<file path="config.mk">
export PLATFORM = sky130hd
export DESIGN_NAME = sequence_reorder_release
export DESIGN_NICKNAME = d
export VERILOG_FILES = /design/src/rtl/core/srr_pkg.sv /design/src/rtl/core/srr_ctrl.sv /design/src/rtl/core/srr_datapath.sv /design/src/rtl/core/sequence_reorder_release.sv
export SDC_FILE = /design/constraint.sdc
export NUM_CORES = 1
export LEC_CHECK = 0
export BUFFER_PORTS_ARGS = -buffer_cell sky130_fd_sc_hd__buf_2
export CAP_MARGIN = 40
export CORE_AREA = 5 5 360 450
export CTS_BUF_LIST = sky130_fd_sc_hd__clkbuf_4
export DETAILED_ROUTE_END_ITERATION = 8
export DIE_AREA = 0 0 365 455
export SYNTH_ARGS = -nofsm -noshare
export SYNTH_HDL_FRONTEND = slang
export SYNTH_SLANG_ARGS = --single-unit
export TNS_END_PERCENT = 20
</file>
<file path="constraint.sdc">
create_clock -name clk -period 8.4 [get_ports clk]
set_input_delay 0 -clock clk [delete_from_list [all_inputs] [get_ports clk]]
set_output_delay 0 -clock clk [all_outputs]
set_load 0.05 [all_outputs]
</file>
<file path="src/rtl/core/srr_pkg.sv">
package srr_pkg;

  // field widths of one transaction
  localparam int SEQ_W    = 32;
  localparam int FUNC_W   = 2;
  localparam int POS_W    = 16;
  localparam int TAG_W    = 32;
  localparam int STATUS_W = 3;

  // most operations released by one arrival
  localparam int MAX_OUT = 16;
  localparam int CNT_W   = $clog2(MAX_OUT + 1);

  // result status codes
  typedef enum logic [STATUS_W-1:0] {
    ST_RELEASED  = 3'd0,
    ST_STORED    = 3'd1,
    ST_STALE     = 3'd2,
    ST_DUPLICATE = 3'd3,
    ST_BEYOND    = 3'd4
  } status_t;

  // payload held in one slot
  typedef struct packed {
    logic [FUNC_W-1:0]        func;
    logic signed [POS_W-1:0]  position;
    logic [TAG_W-1:0]         value_tag;
  } slot_t;

  // controller states
  typedef enum logic [2:0] {
    S_IDLE,
    S_EVAL,
    S_LOOK,
    S_LOAD,
    S_OUT
  } state_t;

  // commands from controller to datapath
  typedef struct packed {
    logic    capture;
    logic    store;
    logic    release_op;
    logic    load_status;
    logic    load_rel;
    status_t status_code;
  } cmd_t;

  // status from datapath to controller
  typedef struct packed {
    logic    drop;
    status_t drop_code;
    logic    rel_ready;
    logic    out_last;
  } sts_t;

endpackage

</file>
<file path="src/rtl/core/srr_ctrl.sv">
module srr_ctrl
  import srr_pkg::*;
(
  input  logic clk,
  input  logic rst_n,
  input  logic in_valid,
  output logic in_stall,
  output logic out_valid,
  input  logic out_stall,
  output cmd_t cmd,
  input  sts_t sts
);

  state_t state_r, state_nxt;

  // state register
  always_ff @(posedge clk) begin
    if (!rst_n) begin
      state_r <= S_IDLE;
    end else begin
      state_r <= state_nxt;
    end
  end

  // next state
  always_comb begin
    state_nxt = state_r;
    case (state_r)
      S_IDLE: begin
        if (in_valid) state_nxt = S_EVAL;
      end
      S_EVAL: begin
        state_nxt = sts.drop ? S_OUT : S_LOOK;
      end
      S_LOOK: begin
        state_nxt = sts.rel_ready ? S_LOAD : S_OUT;
      end
      S_LOAD: begin
        state_nxt = S_OUT;
      end
      S_OUT: begin
        if (!out_stall) state_nxt = sts.out_last ? S_IDLE : S_LOOK;
      end
      default: begin
        state_nxt = S_IDLE;
      end
    endcase
  end

  // outputs and commands
  always_comb begin
    in_stall        = 1'b1;
    out_valid       = 1'b0;
    cmd.capture     = 1'b0;
    cmd.store       = 1'b0;
    cmd.release_op  = 1'b0;
    cmd.load_status = 1'b0;
    cmd.load_rel    = 1'b0;
    cmd.status_code = ST_STORED;
    case (state_r)
      S_IDLE: begin
        in_stall    = 1'b0;
        cmd.capture = in_valid;
      end
      S_EVAL: begin
        if (sts.drop) begin
          cmd.load_status = 1'b1;
          cmd.status_code = sts.drop_code;
        end else begin
          cmd.store = 1'b1;
        end
      end
      S_LOOK: begin
        if (sts.rel_ready) begin
          cmd.release_op = 1'b1;
        end else begin
          cmd.load_status = 1'b1;
          cmd.status_code = ST_STORED;
        end
      end
      S_LOAD: begin
        cmd.load_rel = 1'b1;
      end
      S_OUT: begin
        out_valid = 1'b1;
      end
      default: begin
        in_stall = 1'b1;
      end
    endcase
  end

`ifndef NO_ASSERTIONS
  // one transaction at a time: no second accept straight after the first
  a_single_item: assert property (@(posedge clk) disable iff (!rst_n)
    (in_valid && !in_stall) |=> in_stall)
    else $error("input accepted while previous transaction in progress");

  // after the final result is taken the block is ready again
  a_ready_after_last: assert property (@(posedge clk) disable iff (!rst_n)
    (out_valid && !out_stall && sts.out_last) |=> !in_stall)
    else $error("not ready after final result");

  // results never shown while input is being taken
  a_no_overlap: assert property (@(posedge clk) disable iff (!rst_n)
    !(out_valid && !in_stall))
    else $error("result valid while accepting input");
`endif

endmodule

</file>
<file path="src/rtl/core/srr_datapath.sv">
module srr_datapath
  import srr_pkg::*;
#(
  parameter int WINDOW = 16
)(
  input  logic                    clk,
  input  logic                    rst_n,
  input  logic [SEQ_W-1:0]        in_seq,
  input  logic [FUNC_W-1:0]       in_func,
  input  logic signed [POS_W-1:0] in_position,
  input  logic [TAG_W-1:0]        in_value_tag,
  input  cmd_t                    cmd,
  output sts_t                    sts,
  output logic [STATUS_W-1:0]     out_status,
  output logic [SEQ_W-1:0]        out_seq,
  output logic [FUNC_W-1:0]       out_func,
  output logic signed [POS_W-1:0] out_position,
  output logic [TAG_W-1:0]        out_value_tag,
  output logic                    out_last
);

  localparam int IW = $clog2(WINDOW);

  // captured transaction
  logic [SEQ_W-1:0] seq_r;
  slot_t            op_r;

  // window state
  logic [SEQ_W-1:0]  exp_r, exp_nxt;
  logic [IW-1:0]     exp_idx_r, exp_idx_nxt;
  logic [WINDOW-1:0] full_r;
  logic [CNT_W-1:0]  cnt_r;
  logic [SEQ_W-1:0]  rel_seq_r;

  // slot memory and its registered read
  slot_t mem [WINDOW];
  slot_t rd_r;

  // result register
  status_t                 out_status_r;
  logic [SEQ_W-1:0]        out_seq_r;
  slot_t                   out_op_r;
  logic                    out_last_r;

  // classification of the captured transaction
  logic [SEQ_W-1:0] diff;
  logic [IW:0]      idx_sum;
  logic [IW-1:0]    slot_idx;
  logic             stale, beyond, dup;

  assign diff    = seq_r - exp_r;
  assign idx_sum = {1'b0, exp_idx_r} + {1'b0, diff[IW-1:0]};
  assign slot_idx = (idx_sum >= (IW+1)'(WINDOW)) ? IW'(idx_sum - (IW+1)'(WINDOW))
                                                 : idx_sum[IW-1:0];
  assign stale  = seq_r < exp_r;
  assign beyond = diff >= SEQ_W'(WINDOW);
  assign dup    = full_r[slot_idx];

  always_comb begin
    sts.drop      = stale | beyond | dup;
    sts.drop_code = stale ? ST_STALE : (beyond ? ST_BEYOND : ST_DUPLICATE);
    sts.rel_ready = full_r[exp_idx_r] && (cnt_r < CNT_W'(MAX_OUT));
    sts.out_last  = out_last_r;
  end

  // expected number and its slot, wrapping to slot zero with the counter
  always_comb begin
    exp_nxt = exp_r + SEQ_W'(1);
    if (exp_r == {SEQ_W{1'b1}}) begin
      exp_idx_nxt = '0;
    end else if (exp_idx_r == IW'(WINDOW - 1)) begin
      exp_idx_nxt = '0;
    end else begin
      exp_idx_nxt = exp_idx_r + IW'(1);
    end
  end

  // control state
  always_ff @(posedge clk) begin
    if (!rst_n) begin
      exp_r     <= SEQ_W'(1);
      exp_idx_r <= IW'(1 % WINDOW);
      full_r    <= '0;
      cnt_r     <= '0;
    end else begin
      if (cmd.capture) cnt_r <= '0;
      if (cmd.store) full_r[slot_idx] <= 1'b1;
      if (cmd.release_op) begin
        full_r[exp_idx_r] <= 1'b0;
        exp_r             <= exp_nxt;
        exp_idx_r         <= exp_idx_nxt;
        cnt_r             <= cnt_r + CNT_W'(1);
      end
    end
  end

  // capture of the arriving transaction
  always_ff @(posedge clk) begin
    if (cmd.capture) begin
      seq_r           <= in_seq;
      op_r.func       <= in_func;
      op_r.position   <= in_position;
      op_r.value_tag  <= in_value_tag;
    end
    if (cmd.release_op) rel_seq_r <= exp_r;
  end

  // slot memory
  always_ff @(posedge clk) begin
    if (cmd.store) mem[slot_idx] <= op_r;
    if (cmd.release_op) rd_r <= mem[exp_idx_r];
  end

  // result register
  always_ff @(posedge clk) begin
    if (cmd.load_status) begin
      out_status_r <= cmd.status_code;
      out_seq_r    <= seq_r;
      out_op_r     <= '0;
      out_last_r   <= 1'b1;
    end else if (cmd.load_rel) begin
      out_status_r <= ST_RELEASED;
      out_seq_r    <= rel_seq_r;
      out_op_r     <= rd_r;
      out_last_r   <= !sts.rel_ready;
    end
  end

  assign out_status    = out_status_r;
  assign out_seq       = out_seq_r;
  assign out_func      = out_op_r.func;
  assign out_position  = out_op_r.position;
  assign out_value_tag = out_op_r.value_tag;
  assign out_last      = out_last_r;

`ifndef NO_ASSERTIONS
  // a stored slot is marked held
  a_store_marks: assert property (@(posedge clk) disable iff (!rst_n)
    cmd.store |=> full_r[$past(slot_idx)])
    else $error("stored slot not marked full");

  // a released slot is freed
  a_release_frees: assert property (@(posedge clk) disable iff (!rst_n)
    cmd.release_op |=> !full_r[$past(exp_idx_r)])
    else $error("released slot still marked full");

  // release count stays within the cap
  a_cnt_cap: assert property (@(posedge clk) disable iff (!rst_n)
    cnt_r <= CNT_W'(MAX_OUT))
    else $error("release count beyond cap");
`endif

endmodule

</file>
<file path="src/rtl/core/sequence_reorder_release.sv">
// Sequence reorder buffer: operations arrive tagged with sequence numbers in any
// order; stale, duplicate and out-of-window ones are answered with a single status
// result, others are held in a window of WINDOW slots and released in order from
// the next expected number, up to 16 per arrival, the final result of each arrival
// marked by out_last. One transaction is handled at a time: a dropped arrival goes
// straight from evaluation to its result, a held one with nothing to release via
// a look-up, and each released operation through the controller sequence around
// the single-port slot memory (look up, registered read, present), each result
// held while the result side stalls. No clearing pass is needed after reset.
module sequence_reorder_release
  import srr_pkg::*;
#(
  parameter int WINDOW = 16
)(
  input  logic                    clk,
  input  logic                    rst_n,
  input  logic                    in_valid,
  output logic                    in_stall,
  input  logic [SEQ_W-1:0]        in_seq,
  input  logic [FUNC_W-1:0]       in_func,
  input  logic signed [POS_W-1:0] in_position,
  input  logic [TAG_W-1:0]        in_value_tag,
  output logic                    out_valid,
  input  logic                    out_stall,
  output logic [STATUS_W-1:0]     out_status,
  output logic [SEQ_W-1:0]        out_seq,
  output logic [FUNC_W-1:0]       out_func,
  output logic signed [POS_W-1:0] out_position,
  output logic [TAG_W-1:0]        out_value_tag,
  output logic                    out_last
);

  cmd_t cmd;
  sts_t sts;

  // sequencer
  srr_ctrl u_ctrl (
    .clk       (clk),
    .rst_n     (rst_n),
    .in_valid  (in_valid),
    .in_stall  (in_stall),
    .out_valid (out_valid),
    .out_stall (out_stall),
    .cmd       (cmd),
    .sts       (sts)
  );

  // window, slot memory and result register
  srr_datapath #(
    .WINDOW (WINDOW)
  ) u_datapath (
    .clk           (clk),
    .rst_n         (rst_n),
    .in_seq        (in_seq),
    .in_func       (in_func),
    .in_position   (in_position),
    .in_value_tag  (in_value_tag),
    .cmd           (cmd),
    .sts           (sts),
    .out_status    (out_status),
    .out_seq       (out_seq),
    .out_func      (out_func),
    .out_position  (out_position),
    .out_value_tag (out_value_tag),
    .out_last      (out_last)
  );

endmodule
</file>
Yosys cells after proc, flatten, opt, wreduce, memory -nomap -nowiden
Memory sizes are Yosys's and may differ from the RTL's. A register that Yosys moved wholly into a read port is not among the register bits.
Cells that the tools add are included.
{"block": "totals", "ff_bits": 260, "mem_bits_rw": 800, "input_bits": 86, "out_inout_bits": 88, "wordCells": 95, "memories": 1}
{"block": "op_classes", "add_sub_neg": 6, "order_cmp": 8, "eq_ne": 8, "mux": 43, "bitwise_logic": 5, "n_reduce_logical": 8}
{"memory": "u_datapath.mem", "depth": 16, "width": 50, "rd": 1, "rd_ports_with_merged_regs": 1, "wr": 1, "line": "srr_datapath.sv:36", "text": "slot_t mem [WINDOW];"}
{"cell": "32-bit 2-to-1 mux", "count": 2}
{"cell": "16-bit 2-to-1 mux", "count": 3}
{"cell": "32-bit by 1-bit adder with 32-bit output, second input constant", "count": 1}
{"cell": "32-bit == test, second input constant", "count": 1}
{"cell": "32-bit by 5-bit >= comparator with 1-bit output, second input constant", "count": 1}
{"cell": "32-bit < comparator", "count": 1}
{"cell": "32-bit subtractor", "count": 1}
{"cell": "3-bit 2-to-1 mux", "count": 10}
{"cell": "16-bit AND", "count": 1}
{"cell": "1-bit 2-to-1 mux", "count": 16}
{"cell": "16-bit inverter", "count": 1}
{"cell": "16-bit bitwise OR", "count": 1}
{"cell": "3-bit case mux with 5 select lines", "count": 1}
{"cell": "4-bit 2-to-1 mux", "count": 3}
{"cell": "4-bit by 5-bit < comparator with 1-bit output, second input constant", "count": 2}
{"cell": "5-bit 2-to-1 mux", "count": 2}
{"cell": "1-bit binary-select mux with 4-bit select", "count": 2}
{"cell": "1-bit demux with 4-bit select", "count": 2}
{"cell": "4-bit by 1-bit >= comparator with 1-bit output, second input constant", "count": 2}
{"cell": "3-bit by 2-bit == test with 1-bit output, second input constant", "count": 2}
{"cell": "4-bit by 4-bit adder with 5-bit output", "count": 1}
{"cell": "5-bit by 1-bit adder with 5-bit output, second input constant", "count": 1}
{"cell": "5-bit >= comparator, second input constant", "count": 1}
{"cell": "5-bit < comparator, second input constant", "count": 1}
{"cell": "14 further kinds", "count": 19}

Longest topological paths before layout
{"block": "logic_depth", "depth_word": 13, "depth_mapped": 17, "ltp_nobuf": 14}

Modules after synthesis
Synthesis repeated with hierarchy kept, for this count alone.
{"block": "unflattened", "hier_cells": 2211, "area_unflattened_um2": 43564.3}
{"mod": "srr_datapath", "n_inst": 1, "cells_each": 2184, "area_per_inst_um2": 43305.3, "seq_area_each_um2": 32160.8}
{"mod": "srr_ctrl", "n_inst": 1, "cells_each": 27, "area_per_inst_um2": 259.0, "seq_area_each_um2": 60.1}

Least setup slack after synthesis
Ideal clock, no wire load.
{"block": "synth_path", "path_type": "register to register", "startpoint": "register u_datapath.exp_idx_r[1]", "endpoint": "memory u_datapath.mem[12][0] (netlist bit), enable pin", "setup_time_ps": 519, "arrival_time_ps": 6889, "t_required_ps": 7881, "path_slack_ps": 992, "stages_incl_launch_ff": 13, "path_buffers": 5, "period_less_slack_ps": 7408, "path_cell_list": "dfxtp_1 > clkbuf_1 > clkbuf_1 > clkbuf_1 > inv_1 > fa_1 > clkbuf_1 > mux4_2 > a211oi_1 > a31oi_1 > nand4bb_1 > clkbuf_1 > nor3_1"}
{"block": "synth_between", "elab_chain_len": 10, "elab_cells_between_ends": 11, "classes_between": "add/sub (2); order compare (1); mux (7); bitwise (1)"}
{"item": "from (decl)", "line": "srr_datapath.sv:30", "text": "logic [IW-1:0] exp_idx_r, exp_idx_nxt;"}
{"item": "from (signal assigned)", "line": "srr_datapath.sv:82", "text": "exp_idx_r <= IW'(1 % WINDOW);"}
{"item": "from (signal assigned)", "line": "srr_datapath.sv:91", "text": "exp_idx_r <= exp_idx_nxt;"}
{"item": "4-bit by 4-bit adder with 5-bit output *", "line": "srr_datapath.sv:52", "text": "assign idx_sum = {1'b0, exp_idx_r} + {1'b0, diff[IW-1:0]};"}
{"item": "4-bit by 1-bit subtractor with 4-bit output / 5-bit >= comparator (equally long branches)", "line": "srr_datapath.sv:53", "text": "assign slot_idx = (idx_sum >= (IW+1)'(WINDOW)) ? IW'(idx_sum - (IW+1)'(WINDOW))"}
{"item": "4-bit 2-to-1 mux *", "line": "srr_datapath.sv:53"}
{"item": "1-bit binary-select mux with 4-bit select", "line": "srr_datapath.sv:57", "text": "assign dup = full_r[slot_idx];"}
{"item": "1-bit 2-to-1 mux (implied by the code)", "line": "srr_datapath.sv:57"}
{"item": "1-bit bitwise OR", "line": "srr_datapath.sv:60", "text": "sts.drop = stale | beyond | dup;"}
{"item": "1-bit 2-to-1 mux", "line": "srr_ctrl.sv:66", "text": "if (sts.drop) begin"}
{"item": "1-bit 2-to-1 mux", "line": "srr_ctrl.sv:60", "text": "case (state_r)"}
{"item": "1-bit 2-to-1 mux", "line": "srr_datapath.sv:110", "text": "if (cmd.store) mem[slot_idx] <= op_r;"}
{"item": "1-bit 2-to-1 mux (implied by the code)", "line": "srr_datapath.sv:110"}
{"item": "to (decl)", "line": "srr_datapath.sv:36"}
Mark *: on every way between the ends. The rest lies on a longest branch, timed or not. The select of a mux whose other input is x is not followed.

Final worst setup path
{"block": "layout_path", "startpoint": "register u_datapath.exp_r[0]", "endpoint": "memory u_datapath.mem[2][45] (netlist bit), enable pin"}
{"block": "layout_between", "elab_chain_len": 11, "elab_cells_between_ends": 15, "classes_between": "add/sub (3); order compare (3); mux (7); bitwise (2)"}
{"item": "from (decl)", "line": "srr_datapath.sv:29", "text": "logic [SEQ_W-1:0] exp_r, exp_nxt;"}
{"item": "from (signal assigned)", "line": "srr_datapath.sv:90", "text": "exp_r <= exp_nxt;"}
{"item": "32-bit subtractor", "line": "srr_datapath.sv:51", "text": "assign diff = seq_r - exp_r;"}
{"item": "4-bit by 4-bit adder with 5-bit output", "line": "srr_datapath.sv:52"}
{"item": "4-bit by 1-bit subtractor with 4-bit output / 5-bit >= comparator (equally long branches)", "line": "srr_datapath.sv:53"}
{"item": "4-bit 2-to-1 mux", "line": "srr_datapath.sv:53"}
{"item": "1-bit binary-select mux with 4-bit select", "line": "srr_datapath.sv:57"}
{"item": "1-bit 2-to-1 mux (implied by the code)", "line": "srr_datapath.sv:57"}
{"item": "1-bit bitwise OR", "line": "srr_datapath.sv:60"}
{"item": "1-bit 2-to-1 mux", "line": "srr_ctrl.sv:66"}
{"item": "1-bit 2-to-1 mux", "line": "srr_ctrl.sv:60"}
{"item": "1-bit 2-to-1 mux", "line": "srr_datapath.sv:110"}
{"item": "1-bit 2-to-1 mux (implied by the code)", "line": "srr_datapath.sv:110"}
Parallel ways exist; a longest one is shown, timed or not. The select of a mux whose other input is x is not followed.

==> summary.md <==
| Metric | Value |
|---|---|
| Status | `completed` |
| Worst setup EP type | `flip-flop` |
| CP bufs+invs | `1` |
| Gate count of the mapped netlist | `2,330` |
| DR DRC count | `0` |
| CTS tree | `built` |
| Hold Path Sink | `u_datapath.seq_r[5]` |
| FF+latch area | `0.0322 sq mm` |
| # setup viols final | `0` |
| Fin Setup TNS | `0 ns` |
| IO Count | `174` |
| Drt wl/cell | `20.3 um` |
| Post-synth top area share | `0.687` |
| Worst reg2reg path endpoint | `u_datapath.mem[2][45]` |
| Routed via count | `24,100` |
| Fin. max-slew vios | `0` |
| Ratio of cells with drive above 1 in the final layout | `0.319` |
| Largest fanout on the critical path | `31` |
| Initial core utilization | `0.278` |
| CTS buffer count | `301` |
| Critical-path cell list | `ha_1, fa_1, nand2b_1, a211oi_2, o21ai_1, a21oi_1, nor4b_1, a221o_1, or4_4, nor4_4, nand4b_1, nor2_4, buf_4` |
| Final hold vios | `0` |
| Fin Hold WS | `0.151 ns` |
| Sink Count | `1,110` |
| Mapped Area | `0.0437 sq mm` |
| Final ANT Viol Nets | `0` |
| Post-Syn Area per Cell | `18.7 sq um` |
| Final Skew | `0.130 ns` |
| CP Data Arrival Time | `7.01 ns` |
| Syn nets | `2,459` |
| Multi-input gate area | `0.0109 sq mm` |
| R2R depth | `13` |
| GRT Overall Usage | `0.128` |
| Count leader, synth | `edfxtp_1` |
| Crit Path Class | `reg2reg` |
| Startpoint types | `flip-flop` |
| Rel. slew slack | `0.389` |
| Period minus WS final | `6.26 ns` |
| Setup Buffers After CTS | `0` |
| Grt total ovfl | `0` |
| Top FF cell, synth | `edfxtp_1` |
| Pre-CTS setup slack | `2.15 ns` |
| Crit path max-delay cell type | `nor2_4` |
| First-pass DRT Iterations | `5` |
| Number of fill cells | `15,000` |
| Sequential fraction of the synthesis area | `0.738` |
| Leading area contributor after synthesis | `edfxtp_1` |
| Worst hold path type | `in2reg` |
| EDFF count, synth | `999` |
| Via density per instance | `4.58` |
| Power per cell area | `212 mW/mm^2` |
| Final worst slack | `2.14 ns` |
| Max stage delay on crit path | `0.87 ns` |
| Largest net degree at the start of global routing | `103` |
| RSZ-0062 raised after global routing | `false` |
| Commonest cells post-synth | `999 x edfxtp_1, 259 x mux4_2, 182 x nand2_1` |
| Worst VDD drop | `0.141 mV` |
| Die Wd | `365 um` |
| Routed WL | `107 mm` |
| Later-pin clock latency in the skew report | `1.21 ns` |
| Max frequency | `0.160 GHz` |
| R2R setup slack | `2.14 ns` |
| Die Area | `0.166 sq mm` |
| Hold path startpoint | `in_seq[5]` |
| Antenna violations before repair | `5` |
| Synth top area cells | `edfxtp_1 69%, mux4_2 13%, dfxtp_1 5.1%, nand2_1 1.6%, a21oi_1 1.4%` |
| LEAKAGE | `0.0176 uW` |
| Largest delay share family, worst path | `simple AND/OR/NAND/NOR gates` |
| Final core occ | `0.341` |
| Max H-tree Level | `5` |
| Core Rows | `163` |
| Worst Hold Depth | `3` |
| Critical R2R Launch | `u_datapath.exp_r[0]` |
| FFs w/ async S/R, synth | `0` |
| Layout net count | `3,112` |
| Max_cap viols | `0` |
| Clock root cell | `clkbuf_4` |
| RePlAce Congestion | `0.898` |
| Worst-path clk slew | `0.07 ns` |
| Iteration-0 DRC Markers | `1,737` |
| Vias in the first global route | `25,600` |
| Core area | `0.157 sq mm` |
| Worst Max-Slew Pin Slew | `0.917 ns` |
| Global-route wire length before repair | `160 mm` |
| Die Y | `455 um` |
| Port buffer count | `173` |
| Worst-case clock buffer depth | `4` |
| Fin crit share | `0.746` |
| Critical Path RT | `9.14 ns` |
| Area growth, synth to finish | `22.7%` |
| HPWL after detailed placement | `63.4 mm` |
| Dpl cell area | `0.0476 sq mm` |
| Synth Register Bits | `1,110` |
| Yosys warnings | `0` |
| Final instance area | `0.0536 sq mm` |
| Count of different cell masters after synthesis | `71` |
==> layout make-up <==
cell class,instances,area share
well taps,2062,0.0481
flip-flops and latches,1110,0.602
clock buffers,437,0.0612
multi-input cells,1047,0.203
diodes,8,0.000374
inverters,65,0.00460
clock inverters,67,0.00883
repair buffers,458,0.0725
==> stage by stage <==
stage                     std cells  power, uW
after floorplan                2330       6470
after global placement         4497       6620
after detailed placement       4516       6630
after CTS                      5246      11600
after global routing           5253      11900
final                          5254      11400
==> routing by layer <==
metal,vias up,GRT usage,share of wire
met4,0,0.0413,0.022
met2,780,0.220,0.50
met5,-,0,0
li1,10800,-,-
met3,182,0.0353,0.063
met1,12300,0.156,0.41
==> cells in the final DEF (no fill, tap or decap), drive strengths merged, types with 4 or more instances in the layout <==
cell	n
bufinv	8
and2	35
ha	41
dlygate4sd3	226
clkinv	54
o211ai	18
mux2	33
a21boi	7
nand3	27
nand2b	10
edfxtp	999
o21ai	44
clkbuf	437
a211oi	6
o22ai	5
nor3	36
xor2	7
dfxtp	111
o21a	7
inv	70
diode	8
a31oi	9
buf	232
nand2	182
nor2	48
nand4	19
and3	10
xnor2	43
nor2b	11
mux4	259
nor3b	4
nor4	11
or3	6
a21oi	121
==> cells by family (layout without fill, tap and decap cells) <==
logic type / after synthesis / count (layout) / synth area share
AOI/OAI and AO/OA: 247 / 247 / 0.0337
xor gates and xnor gates: 50 / 50 / 0.0100
adders and majority gates: 43 / 43 / 0.0127
buffers and inverters: 173 / 1027 / 0.0164
DFF: 1110 / 1110 / 0.738
muxes: 293 / 293 / 0.144
other: 0 / 8 / 0
and+or+nand+nor: 414 / 414 / 0.0459
==> state kept, by name, summed over array words and instances (netlist names) <==
signal and cells:
u_datapath.out_status 3, u_datapath.exp_idx_r 4, u_datapath.rd_r 50, u_datapath.op_r 50
u_datapath.exp_r 32, u_datapath.out_func 2, u_ctrl.state_r 3, u_datapath.out_last 1
u_datapath.cnt_r 5, u_datapath.rel_seq_r 32, u_datapath.out_seq 32, u_datapath.out_position 16
u_datapath.out_value_tag 32, u_datapath.full_r 16, u_datapath.seq_r 32, u_datapath.mem 800
==> worst register-to-register path, delay by kind of cell (launching register included) <==
kind            cells  cell delay, ns
buf+inv             1            0.64
fa+ha+maj           2            0.65
flops               1            0.36
compound gates      4            1.07
simple gates        6            3.10
==> what timing repair did <==
action / in CTS / in global routing
gates resized for setup: 0 / 0
hold endpoints to repair: 198 / 0
hold buffers: 226 / 0
==> power by group <==
group	total (uW)	internal, uW	switching (uW)
clock	4770	2620	2150
sequential	6160	6070	84.9
combinational	438	182	256
total	11400	8880	2490
==> worst max-delay path by stage <==
stage	start	endpoint	cells past startpoint
after floorplan	u_datapath.exp_idx_r[1]	u_datapath.mem[12][0]	12
after global placement	u_datapath.seq_r[0]	u_datapath.mem[2][8]	14
after detailed placement	u_datapath.exp_r[0]	u_datapath.mem[2][8]	13
after CTS	u_datapath.exp_r[0]	u_datapath.mem[2][45]	13
after global routing	u_datapath.exp_r[0]	u_datapath.mem[2][45]	13
final	u_datapath.exp_r[0]	u_datapath.mem[2][45]	13
(Power assumes the default switching activity.)
